[config.mk]
export PLATFORM = sky130hd
export DESIGN_NAME = tone_squelch_register_sequencer
export DESIGN_NICKNAME = d
export VERILOG_FILES = /design/src/tss_pkg.sv /design/src/tss_front.sv /design/src/tss_queue.sv /design/src/tss_back.sv /design/src/tone_squelch_register_sequencer.sv
export SDC_FILE = /design/constraint.sdc
export NUM_CORES = 1
export LEC_CHECK = 0
export ABC_AREA = 1
export BUFFER_PORTS_ARGS = -buffer_cell sky130_fd_sc_hd__buf_2
export CORE_MARGIN = 5
export CORE_UTILIZATION = 28
export DETAILED_ROUTE_END_ITERATION = 8
export SLEW_MARGIN = 30
export SYNTH_ARGS = -nofsm -noshare
export SYNTH_HDL_FRONTEND = slang
export SYNTH_HIERARCHICAL = 1
export SYNTH_SLANG_ARGS = --single-unit
[constraint.sdc]
create_clock -name clk_i -period 7.87 [get_ports clk_i]
set_input_delay 0.3935 -clock clk_i [delete_from_list [all_inputs] [get_ports clk_i]]
set_output_delay 0.3935 -clock clk_i [all_outputs]
set_load 0.01 [all_outputs]
[src/tss_pkg.sv]
// Shared types, constants and code helpers for the tone-squelch register sequencer.
`default_nettype none
package tss_pkg;

  localparam logic [2:0] OpOff       = 3'd0;
  localparam logic [2:0] OpCtcss     = 3'd1;
  localparam logic [2:0] OpDcsNormal = 3'd2;
  localparam logic [2:0] OpDcsInvert = 3'd3;
  localparam logic [2:0] OpCustom    = 3'd4;

  localparam logic [1:0] CfgCtcssNarrow = 2'd0;
  localparam logic [1:0] CfgCtcssWide   = 2'd1;
  localparam logic [1:0] CfgDcsNarrow   = 2'd2;
  localparam logic [1:0] CfgDcsWide     = 2'd3;

  localparam logic [6:0] RegEnable = 7'h51;
  localparam logic [6:0] RegTone   = 7'h07;
  localparam logic [6:0] RegCode   = 7'h08;

  localparam logic [15:0] CtcssEnable  = 16'h9000;
  localparam logic [15:0] DcsEnable    = 16'h8000;
  localparam logic [15:0] DcsInvEnable = 16'hA000;
  localparam logic [15:0] LongCodeFlag = 16'h0800;
  localparam logic [15:0] DcsRateWord  = 16'd2775;
  localparam logic [15:0] CodeHighFlag = 16'h8000;

  localparam logic [11:0] GolayPoly    = 12'hAE3;
  localparam logic [11:0] DcsNormBase  = 12'h800;
  localparam logic [11:0] DcsInvBase   = 12'hA00;
  localparam logic [8:0]  DcsInvMask   = 9'h028;
  localparam logic [22:0] DcsInvFlip   = 23'h000200;

  localparam logic [8:0]  ToneMul   = 9'd413;
  localparam logic [30:0] ToneRecip = 31'd1374389535;

  localparam int QueueDepth = 2;

  typedef enum logic [1:0] {
    KindOff,
    KindTone,
    KindCode
  } kind_e;

  typedef struct packed {
    kind_e       kind;
    logic [15:0] gain_word;
    logic [23:0] payload;
  } entry_t;

  function automatic logic [10:0] golay_par(input int j);
    logic [22:0] r;
    logic [10:0] p;
    r = 23'(1) << (22 - j);
    for (int i = 0; i < 12; i++) begin
      if (r[22 - i]) begin
        r = r ^ (23'(GolayPoly) << (11 - i));
      end
    end
    for (int t = 0; t < 11; t++) begin
      p[t] = r[10 - t];
    end
    return p;
  endfunction

  function automatic logic [22:0] golay_cw(input logic [11:0] w);
    logic [10:0] par;
    par = '0;
    for (int j = 0; j < 12; j++) begin
      if (w[j]) begin
        par = par ^ golay_par(j);
      end
    end
    return {par, w};
  endfunction

endpackage
`default_nettype wire

[src/tss_front.sv]
// Front end: configuration registers, request intake, classification and word math.
`default_nettype none
module tss_front (
  input  wire logic               clk_i,
  input  wire logic               rst_ni,
  input  wire logic               cfg_valid_i,
  input  wire logic [1:0]         cfg_index_i,
  input  wire logic [10:0]        cfg_data_i,
  input  wire logic               in_valid_i,
  output logic                    in_ready_o,
  input  wire logic [2:0]         op_i,
  input  wire logic [23:0]        code_i,
  input  wire logic [1:0]         encrypt_i,
  input  wire logic               narrow_i,
  input  wire logic               long_code_i,
  output logic                    push_valid_o,
  input  wire logic               push_ready_i,
  output tss_pkg::entry_t         push_entry_o
);

  logic [10:0] ctcss_narrow_q, ctcss_wide_q, dcs_narrow_q, dcs_wide_q;

  logic        v1_q;
  logic [2:0]  op1_q;
  logic [23:0] code1_q;
  logic [1:0]  enc1_q;
  logic        nar1_q, lng1_q;

  logic            v2_q;
  tss_pkg::kind_e  kind2_q;
  logic [15:0]     gain2_q;
  logic [23:0]     cw2_q;
  logic [32:0]     prod2_q;

  logic            adv2;
  logic            op_ok;
  tss_pkg::kind_e  kind1;
  logic [15:0]     gain1;
  logic [23:0]     cw1;
  logic [32:0]     prod1;
  logic [10:0]     cgain, dgain;
  logic            inv;
  logic [11:0]     word;
  logic [60:0]     quot;

  always_ff @(posedge clk_i or negedge rst_ni) begin
    if (!rst_ni) begin
      ctcss_narrow_q <= '0;
      ctcss_wide_q   <= '0;
      dcs_narrow_q   <= '0;
      dcs_wide_q     <= '0;
    end else if (cfg_valid_i) begin
      unique case (cfg_index_i)
        tss_pkg::CfgCtcssNarrow: ctcss_narrow_q <= cfg_data_i;
        tss_pkg::CfgCtcssWide:   ctcss_wide_q   <= cfg_data_i;
        tss_pkg::CfgDcsNarrow:   dcs_narrow_q   <= cfg_data_i;
        tss_pkg::CfgDcsWide:     dcs_wide_q     <= cfg_data_i;
      endcase
    end
  end

  assign adv2       = !v2_q || push_ready_i;
  assign in_ready_o = !v1_q || adv2;

  always_comb begin
    cgain = nar1_q ? ctcss_narrow_q : ctcss_wide_q;
    dgain = nar1_q ? dcs_narrow_q : dcs_wide_q;
    inv   = enc1_q[0];
    word  = inv ? ({3'b000, code1_q[8:0] ^ tss_pkg::DcsInvMask} + tss_pkg::DcsInvBase)
                : ({3'b000, code1_q[8:0]} + tss_pkg::DcsNormBase);
    prod1 = 33'(code1_q) * 33'(tss_pkg::ToneMul);
    op_ok = 1'b1;
    kind1 = tss_pkg::KindOff;
    gain1 = '0;
    cw1   = '0;
    unique case (op1_q)
      tss_pkg::OpOff: begin
        kind1 = tss_pkg::KindOff;
      end
      tss_pkg::OpCtcss: begin
        kind1 = tss_pkg::KindTone;
        gain1 = tss_pkg::CtcssEnable | {5'b00000, cgain};
      end
      tss_pkg::OpDcsNormal, tss_pkg::OpDcsInvert: begin
        kind1 = tss_pkg::KindCode;
        gain1 = ((op1_q == tss_pkg::OpDcsInvert) ? tss_pkg::DcsInvEnable : tss_pkg::DcsEnable)
                | {5'b00000, dgain};
        cw1   = {1'b0, tss_pkg::golay_cw(word) ^ (inv ? tss_pkg::DcsInvFlip : 23'h0)};
      end
      tss_pkg::OpCustom: begin
        kind1 = tss_pkg::KindCode;
        gain1 = tss_pkg::DcsEnable | {5'b00000, dgain}
                | (lng1_q ? tss_pkg::LongCodeFlag : 16'h0000);
        cw1   = code1_q;
      end
      default: begin
        op_ok = 1'b0;
      end
    endcase
  end

  always_ff @(posedge clk_i or negedge rst_ni) begin
    if (!rst_ni) begin
      v1_q <= 1'b0;
      v2_q <= 1'b0;
    end else begin
      if (in_ready_o) begin
        v1_q <= in_valid_i;
      end
      if (adv2) begin
        v2_q <= v1_q && op_ok;
      end
    end
  end

  always_ff @(posedge clk_i) begin
    if (in_ready_o && in_valid_i) begin
      op1_q   <= op_i;
      code1_q <= code_i;
      enc1_q  <= encrypt_i;
      nar1_q  <= narrow_i;
      lng1_q  <= long_code_i;
    end
    if (adv2 && v1_q) begin
      kind2_q <= kind1;
      gain2_q <= gain1;
      cw2_q   <= cw1;
      prod2_q <= prod1;
    end
  end

  assign quot = 61'(prod2_q[32:3]) * 61'(tss_pkg::ToneRecip);

  always_comb begin
    push_valid_o           = v2_q;
    push_entry_o.kind      = kind2_q;
    push_entry_o.gain_word = gain2_q;
    push_entry_o.payload   = (kind2_q == tss_pkg::KindTone) ? {11'b0, quot[47:35]} : cw2_q;
  end

endmodule
`default_nettype wire

[src/tss_queue.sv]
// Two-entry queue that decouples the front end from the write sequencer.
`default_nettype none
module tss_queue (
  input  wire logic               clk_i,
  input  wire logic               rst_ni,
  input  wire logic               push_valid_i,
  output logic                    push_ready_o,
  input  tss_pkg::entry_t         push_entry_i,
  input  wire logic               pop_i,
  output logic                    head_valid_o,
  output tss_pkg::entry_t         head_o
);

  localparam int PtrW = $clog2(tss_pkg::QueueDepth);

  tss_pkg::entry_t mem_q [tss_pkg::QueueDepth];
  logic [PtrW-1:0] wr_ptr_q, rd_ptr_q;
  logic [PtrW:0]   count_q;
  logic            push, pop;

  assign push_ready_o = (count_q != (PtrW + 1)'(tss_pkg::QueueDepth));
  assign head_valid_o = (count_q != '0);
  assign head_o       = mem_q[rd_ptr_q];
  assign push         = push_valid_i && push_ready_o;
  assign pop          = pop_i && head_valid_o;

  always_ff @(posedge clk_i or negedge rst_ni) begin
    if (!rst_ni) begin
      wr_ptr_q <= '0;
      rd_ptr_q <= '0;
      count_q  <= '0;
    end else begin
      if (push) begin
        wr_ptr_q <= (wr_ptr_q == PtrW'(tss_pkg::QueueDepth - 1)) ? '0 : wr_ptr_q + 1'b1;
      end
      if (pop) begin
        rd_ptr_q <= (rd_ptr_q == PtrW'(tss_pkg::QueueDepth - 1)) ? '0 : rd_ptr_q + 1'b1;
      end
      if (push && !pop) begin
        count_q <= count_q + 1'b1;
      end else if (pop && !push) begin
        count_q <= count_q - 1'b1;
      end
    end
  end

  always_ff @(posedge clk_i) begin
    if (push) begin
      mem_q[wr_ptr_q] <= push_entry_i;
    end
  end

endmodule
`default_nettype wire

[src/tss_back.sv]
// Back end: steps through the register writes of the queue head into an output register.
`default_nettype none
module tss_back (
  input  wire logic               clk_i,
  input  wire logic               rst_ni,
  input  wire logic               head_valid_i,
  input  tss_pkg::entry_t         head_i,
  output logic                    pop_o,
  output logic                    out_valid_o,
  input  wire logic               out_ready_i,
  output logic [6:0]              reg_addr_o,
  output logic [15:0]             reg_data_o,
  output logic                    last_o
);

  logic        out_valid_q;
  logic [6:0]  addr_q;
  logic [15:0] data_q;
  logic        last_q;
  logic [1:0]  idx_q, idx_d;
  logic        load;
  logic [6:0]  addr_d;
  logic [15:0] data_d;
  logic        last_d;

  assign load = !out_valid_q || out_ready_i;

  always_comb begin
    addr_d = tss_pkg::RegEnable;
    data_d = head_i.gain_word;
    last_d = 1'b0;
    unique case (head_i.kind)
      tss_pkg::KindOff: begin
        data_d = '0;
        last_d = 1'b1;
      end
      tss_pkg::KindTone: begin
        if (idx_q != 2'd0) begin
          addr_d = tss_pkg::RegTone;
          data_d = head_i.payload[15:0];
          last_d = 1'b1;
        end
      end
      tss_pkg::KindCode: begin
        unique case (idx_q)
          2'd0: begin
            addr_d = tss_pkg::RegEnable;
          end
          2'd1: begin
            addr_d = tss_pkg::RegTone;
            data_d = tss_pkg::DcsRateWord;
          end
          2'd2: begin
            addr_d = tss_pkg::RegCode;
            data_d = {4'b0000, head_i.payload[11:0]};
          end
          2'd3: begin
            addr_d = tss_pkg::RegCode;
            data_d = tss_pkg::CodeHighFlag | {4'b0000, head_i.payload[23:12]};
            last_d = 1'b1;
          end
        endcase
      end
      default: begin
        last_d = 1'b1;
      end
    endcase
    pop_o = load && head_valid_i && last_d;
    idx_d = idx_q;
    if (load && head_valid_i) begin
      idx_d = last_d ? 2'd0 : idx_q + 2'd1;
    end
  end

  always_ff @(posedge clk_i or negedge rst_ni) begin
    if (!rst_ni) begin
      out_valid_q <= 1'b0;
      idx_q       <= '0;
    end else begin
      idx_q <= idx_d;
      if (load) begin
        out_valid_q <= head_valid_i;
      end
    end
  end

  always_ff @(posedge clk_i) begin
    if (load && head_valid_i) begin
      addr_q <= addr_d;
      data_q <= data_d;
      last_q <= last_d;
    end
  end

  assign out_valid_o = out_valid_q;
  assign reg_addr_o  = addr_q;
  assign reg_data_o  = data_q;
  assign last_o      = last_q;

endmodule
`default_nettype wire

[src/tone_squelch_register_sequencer.sv]
// Top level of the tone-squelch register sequencer.
// Each request on the input channel (op, code, encrypt, narrow, long_code) turns into
// a sequence of transceiver register writes on the output channel, one transaction
// per write, with last_o marking the final write of the request. Off gives one
// write, CTCSS two, DCS and custom codes four; unknown ops give none.
// The configuration channel writes the four gain registers; it is always ready and
// should only be used while no request is in flight.
// The first write of a request passes through both front-end stages, the queue and
// the back-end output register. The front end takes one request per cycle while its
// output is not stalled, through two register stages (intake with classification and
// tone product, then a stage that holds the product and feeds the reciprocal divide)
// into a two-entry queue. The back end issues one write per cycle while the receiver
// is ready, and pops a request from the queue as it loads that request's last write.
// When the receiver stalls, the output register holds its write, the queue fills,
// and the input ready drops once the pipeline behind it is full.
// Reset clears the gain registers to zero and empties the pipeline and queue.
`default_nettype none
module tone_squelch_register_sequencer (
  input  wire logic        clk_i,
  input  wire logic        rst_ni,
  input  wire logic        cfg_valid_i,
  output logic             cfg_ready_o,
  input  wire logic [1:0]  cfg_index_i,
  input  wire logic [10:0] cfg_data_i,
  input  wire logic        in_valid_i,
  output logic             in_ready_o,
  input  wire logic [2:0]  op_i,
  input  wire logic [23:0] code_i,
  input  wire logic [1:0]  encrypt_i,
  input  wire logic        narrow_i,
  input  wire logic        long_code_i,
  output logic             out_valid_o,
  input  wire logic        out_ready_i,
  output logic [6:0]       reg_addr_o,
  output logic [15:0]      reg_data_o,
  output logic             last_o
);

  logic            push_valid, push_ready, head_valid, pop;
  tss_pkg::entry_t push_entry, head;

  assign cfg_ready_o = 1'b1;

  tss_front u_front (
    .clk_i        (clk_i),
    .rst_ni       (rst_ni),
    .cfg_valid_i  (cfg_valid_i),
    .cfg_index_i  (cfg_index_i),
    .cfg_data_i   (cfg_data_i),
    .in_valid_i   (in_valid_i),
    .in_ready_o   (in_ready_o),
    .op_i         (op_i),
    .code_i       (code_i),
    .encrypt_i    (encrypt_i),
    .narrow_i     (narrow_i),
    .long_code_i  (long_code_i),
    .push_valid_o (push_valid),
    .push_ready_i (push_ready),
    .push_entry_o (push_entry)
  );

  tss_queue u_queue (
    .clk_i        (clk_i),
    .rst_ni       (rst_ni),
    .push_valid_i (push_valid),
    .push_ready_o (push_ready),
    .push_entry_i (push_entry),
    .pop_i        (pop),
    .head_valid_o (head_valid),
    .head_o       (head)
  );

  tss_back u_back (
    .clk_i        (clk_i),
    .rst_ni       (rst_ni),
    .head_valid_i (head_valid),
    .head_i       (head),
    .pop_o        (pop),
    .out_valid_o  (out_valid_o),
    .out_ready_i  (out_ready_i),
    .reg_addr_o   (reg_addr_o),
    .reg_data_o   (reg_data_o),
    .last_o       (last_o)
  );

endmodule
`default_nettype wire

; Word level (Yosys, flattened, before mapping)
; Memories as Yosys holds them, arrays and structs flattened.
; Index checks and enable logic that the tools add are counted.
[word_totals]
reg_bits = 182
ram_bits = 84
output_inout_bits = 27
memories = 1
[memory_table]
columns = memory, depth, width, rd, rd_clocked_by_memory_dff, wr, line_no
row1 = u_queue.mem_q, 2, 42, 1, 0, 1, tss_queue.sv:16  ; tss_pkg::entry_t mem_q [tss_pkg::QueueDepth];
[classes]
addsub = 7
n_mul = 2
eq_ne = 14
mux = 271
n_bitwise = 81
n_reduce_logical = 32
[op_table]
columns = operator, n
row1 = $mux 11, 58
row2 = $mux 12, 33
row3 = $not 6->6, 66
row4 = $mux 13, 28
row5 = $mux 14, 26
row6 = $mux 15, 22
row7 = $mux 16, 20
row8 = $mux 17, 16
row9 = $mux 18, 13
row10 = $mux 19, 10
row11 = $pmux 16 s3, 3
row12 = $mux 20, 7
row13 = $xor 11x11->11, 11
row14 = $mux 10, 12
row15 = $mux 21, 4
row16 = $mul 30x31->48 const B, 1
row17 = $pmux 24 s2, 1
row18 = $mux 22, 2
row19 = $mul 24x9->33 const B, 1
row20 = $add 9x12->12 const B, 2
row21 = $mux 24, 1
row22 = $xor 23x23->23, 1
row23 = $pmux 7 s3, 1
row24 = $or 16x11->16, 1
row25 = 27 further kinds, 67

; Depth between registers and ports, before layout
[logic_depth]
word_depth = 84
ltp_mapped = 31

; Hierarchy
; Netlist, hierarchy kept.
[by_module_without_submodules]
columns = module, n_inst, cells_per_inst, area_per_inst_um2
row1 = tss_front, 1, 2762, 24618.6
row2 = tss_queue, 1, 248, 3385.7
row3 = tss_back, 1, 207, 1631.6
row4 = tone_squelch_register_sequencer, 1, 2, 11.3

; Least setup slack after synthesis
; Ideal clock, no wire load.
[synth_timing]
kind = reg2reg
start = register u_front.prod2_q[6]
end = memory u_queue/mem_q[0][7] (netlist name) (data pin)
arrival_time_ps = 5789
required_ps = 7613
slack_ps = 1824
stages_incl_launch_ff = 22
path_cell_list = edfxtp_1 -> fa_1 -> fa_1 -> fa_1 -> fa_1 -> fa_1 -> fa_1 -> fa_1 -> inv_1 -> fa_1 -> inv_1 -> ha_1 -> nand2_1 -> nor2_1 -> nand2_1 -> nor2_2 -> nand3_1 -> or2_1 -> nand3_2 -> nand2_1 -> nand3_1 -> nand2_1
[synth_rtl]
columns = item, line_no
row1 = start: declaration, tss_front.sv:33  ; logic [32:0] prod2_q;
row2 = start signal: assignment, tss_front.sv:128  ; prod2_q <= prod1;
row3 = end: declaration, tss_queue.sv:16

==> flow_metrics.env <==
export IMPL_status="finished clean"
export IMPL_crit_type="flip-flop to flip-flop"
export IMPL_routed_via_density=4.35
export IMPL_synth_fp_nets=4044
export IMPL_cts_root_buffer="clkbuf_16"
export IMPL_drtPass1Iterations=8
export IMPL_rsz0062_at_grt="no"
export IMPL_grt_max_degree=71
export IMPL_cts_buffer_depth=3
export IMPL_synth_seq_area_share_pct=25.2
export IMPL_r2r_cells=24
export IMPL_grt_pass1_wl_mm=120
export IMPL_cp_required_ns=8.17
export IMPL_die_x_um=335
export IMPL_yosys_area_top_type="fa_1"
export IMPL_synth_top_area_share_pct=26.3
export IMPL_r2r_end="u_queue/mem_q[1][5]"
export IMPL_grt_remaining_overflow=0
export IMPL_r2r_start="u_front/prod2_q[20]"
export IMPL_critical_path_endpoint="u_queue/mem_q[1][5]"
export IMPL_h_tree_depth=1
export IMPL_cts_sinks=258
export IMPL_synth_ff_type="edfxtp_1"
export IMPL_pre_cts_ws_ns=1.02
export IMPL_ys_top_cells_by_area="fa_1 26%, edfxtp_1 21%, ha_1 16%"
export IMPL_ys_seq_elements=258
export IMPL_cap_violations=0
export IMPL_dr_first_iter_drc_count=1311
export IMPL_antennaDiodeCount=0
export IMPL_cp_start_kind="flip-flop"
export IMPL_clock_skew_ns=0.0176
export IMPL_die_area_mm2=0.112
export IMPL_hold_ws_ns=0.0220
export IMPL_min_period_ns=6.92
export IMPL_critical_path_cell_count=24
export IMPL_hp_class="input pin to flip-flop"
export IMPL_async_flop_share_pct=20.5
export IMPL_drive_above_1_share_pct=6.10
export IMPL_gp_congestion=0.953
export IMPL_cts_resized_gates=0
export IMPL_path_delay_family="adder cells"
export IMPL_first_global_vias=21181
export IMPL_core_area_mm2=0.105
export IMPL_start_util_pct=28.2
export IMPL_syn_to_final_growth_pct=10.2
export IMPL_routed_wl_mm=74.7
export IMPL_post_cts_buffers=0
export IMPL_avgRoutedWirePerCell_um=15.8
export IMPL_max_freq_mhz=144
export IMPL_final_max_slew_viol_count=0
export IMPL_critPathMaxFanout=6
export IMPL_syn_area_mm2=0.0296
export IMPL_crit_arrival_ns=7.22
export IMPL_yosys_warnings=6
export IMPL_antenna_left=0
export IMPL_relSlewSlack_pct=40.4
export IMPL_row_count=119
export IMPL_clkTransAtPathRegs_ns=0.06
export IMPL_worstPathCellList="fa_1, inv_1, fa_1, inv_1, fa_1, fa_1, inv_1, fa_1, inv_1, fa_1, inv_1, fa_1, inv_1, ha_1, ha_1, nand2_2, nor2_1, nand2_1, nor2_1, o211ai_1, nand3_1, nand2_1, nand3_1, nand2_1"
export IMPL_die_h_um=335
export IMPL_cts_tree="done"
export IMPL_setup_viol=0
export IMPL_drc=0
export IMPL_synthDistinctLibCells=53
export IMPL_cp_num_buf_inv=6
export IMPL_grt_antenna_before_repair=0
export IMPL_hold_viol_final=0
export IMPL_r2r_slack_ns=0.95
export IMPL_fin_setup_tns_ns=0
export IMPL_synth_edff_count=205
export IMPL_dp_hpwl_mm=63.8
export IMPL_syn_inst=3219
export IMPL_slowest_stage="fa_1"
export IMPL_track_usage_pct=13.5
export IMPL_io_pins=76
export IMPL_cpPeakStageDelay_ns=0.80
export IMPL_clock_latency_ns=0.57
export IMPL_port_buffers=72
export IMPL_tightest_slew_ns=0.894
export IMPL_end_kind="flip-flop"
export IMPL_num_vias=20535
export IMPL_fin_ws_ns=0.947
export IMPL_nets=4135
export IMPL_crit_path_start="u_front/prod2_q[20]"
export IMPL_timing_final_crit_share_pct=88.0
export IMPL_avgSynthCellArea_um2=9.21
export IMPL_cts_buffers=27
export IMPL_cpMostUsedCell="fa_1"
[cell type report]
cell class,count,area [µm²]
Clock buffer,32,694
Fill cell,10975,72600
Timing Repair Buffer,110,711
Clock inverter,17,178
Multi-Input combinational cell,2087,18800
Inverter,826,3110
Tap cell,1391,1740
Sequential cell,258,7480
[state kept, by name, indices dropped and copies added (netlist names)]
name                    cells
u_front/op1_q               3
u_back/idx_q                2
u_back/reg_data_o          16
u_front/dcs_narrow_q       11
u_back/out_valid_o          1
u_queue/wr_ptr_q            1
u_front/lng1_q              1
u_front/prod2_q            30
u_front/ctcss_wide_q       11
u_queue/rd_ptr_q            1
u_front/nar1_q              1
u_back/last_o               1
u_front/v1_q                1
u_front/gain2_q            14
u_front/code1_q            24
u_queue/mem_q              84
u_front/enc1_q              1
u_back/reg_addr_o           4
u_front/kind2_q             2
u_queue/count_q             2
u_front/cw2_q              24
u_front/dcs_wide_q         11
u_front/push_valid_o        1
u_front/ctcss_narrow_q     11
[synthesized netlist by cell type (all sizes together), types with 2 or more instances]
master and instances:
a32o 3, fa 390, ha 386, a31oi 2
dfrtp 53, nor2 167, conb 3, xnor2 27
a21oi 102, nand3 72, o211ai 3, nor3 33
nand2 688, o21ai 113, xor2 33, or2 7
a21o 3, clkbuf 17, inv 825, o21bai 22
nand4 21, buf 31, a211oi 2, edfxtp 205
nand3b 3
[layout by cell type (no fill, tap or decap), types with 8 or more instances in the layout]
cell type      netlist  layout
inv_2               10      10
buf_4               11      12
dlygate4sd3_1        0      26
fa_1               390     390
nor2_2               7       8
xnor2_1             26      26
dfrtp_1             53      53
nor3_1              26      26
o21bai_1            22      22
xor2_1              33      33
a21oi_1             98      98
inv_1              813     813
clkbuf_16            0      27
nand4_1             21      21
buf_2                9      72
nand2_2             33      33
nand3_1             70      70
ha_1               386     386
o21ai_0             92      92
o21ai_1             21      21
edfxtp_1           205     205
nand2_1            654     654
nor2_1             157     153
[worst min-delay path by stage]
stage	from	end	slack, ns	depth (start not counted)
final	code_i[9]	u_front/code1_q[9]	0.02	1
after global routing	op_i[0]	u_front/op1_q[0]	0.006	1
after CTS	code_i[9]	u_front/code1_q[9]	0.003	1
after detailed placement	u_front/gain2_q[13]	u_queue/mem_q[0][37]	0.43	0
after global placement	u_front/gain2_q[13]	u_queue/mem_q[0][37]	0.42	0
after floorplan	rst_ni	u_back/idx_q[0]	0.1	0
[per-stage QoR]
stage	instances	utilization (%)	instance area, µm²
after floorplan	3219	-	29600
after global routing	4721	31.0	32700
final	4721	31.0	32700
after CTS	4721	31.0	32700
after detailed placement	4646	30.0	31500
after global placement	4646	30.0	31500
[repair_timing]
| action | in CTS | in global routing |
|---|---|---|
| hold endpoints to repair | 78 | 0 |
| setup endpoints to repair | 0 | 0 |
| hold buffers | 26 | 0 |
[worst reg2reg max path, stage by stage (launching register included)]
cell and delay (ns):
edfxtp_1 0.61, fa_1 0.80, inv_1 0.15, fa_1 0.40
inv_1 0.08, fa_1 0.44, fa_1 0.56, inv_1 0.05
fa_1 0.47, inv_1 0.05, fa_1 0.48, inv_1 0.05
fa_1 0.53, inv_1 0.06, ha_1 0.26, ha_1 0.41
nand2_2 0.14, nor2_1 0.18, nand2_1 0.10, nor2_1 0.22
o211ai_1 0.19, nand3_1 0.13, nand2_1 0.05, nand3_1 0.14
nand2_1 0.10
[kinds of logic after synthesis]
| logic type | share of synthesized area (%) |
|---|---|
| XOR/XNOR | 1.80 |
| other | 0.0380 |
| buffers and inverters | 11.6 |
| AO/OA/AOI/OAI | 4.72 |
| AND/OR/NAND/NOR | 14.0 |
| flip-flops | 25.2 |
| adder cells (fa/ha/maj) | 42.6 |
[metal layers]
layer	track usage, %	vias to the layer above	wire (µm)	share of wire [%]
met2	22.3	429	34900	47
met1	19.3	9981	34900	47
met5	0	-	0	0
met4	3.13	0	1920	2.6
met3	1.08	81	2940	3.9
li1	-	10044	-	-
Power is not shown: default switching activity piles up to over one toggle a cycle in this logic, so the estimate is an artifact.
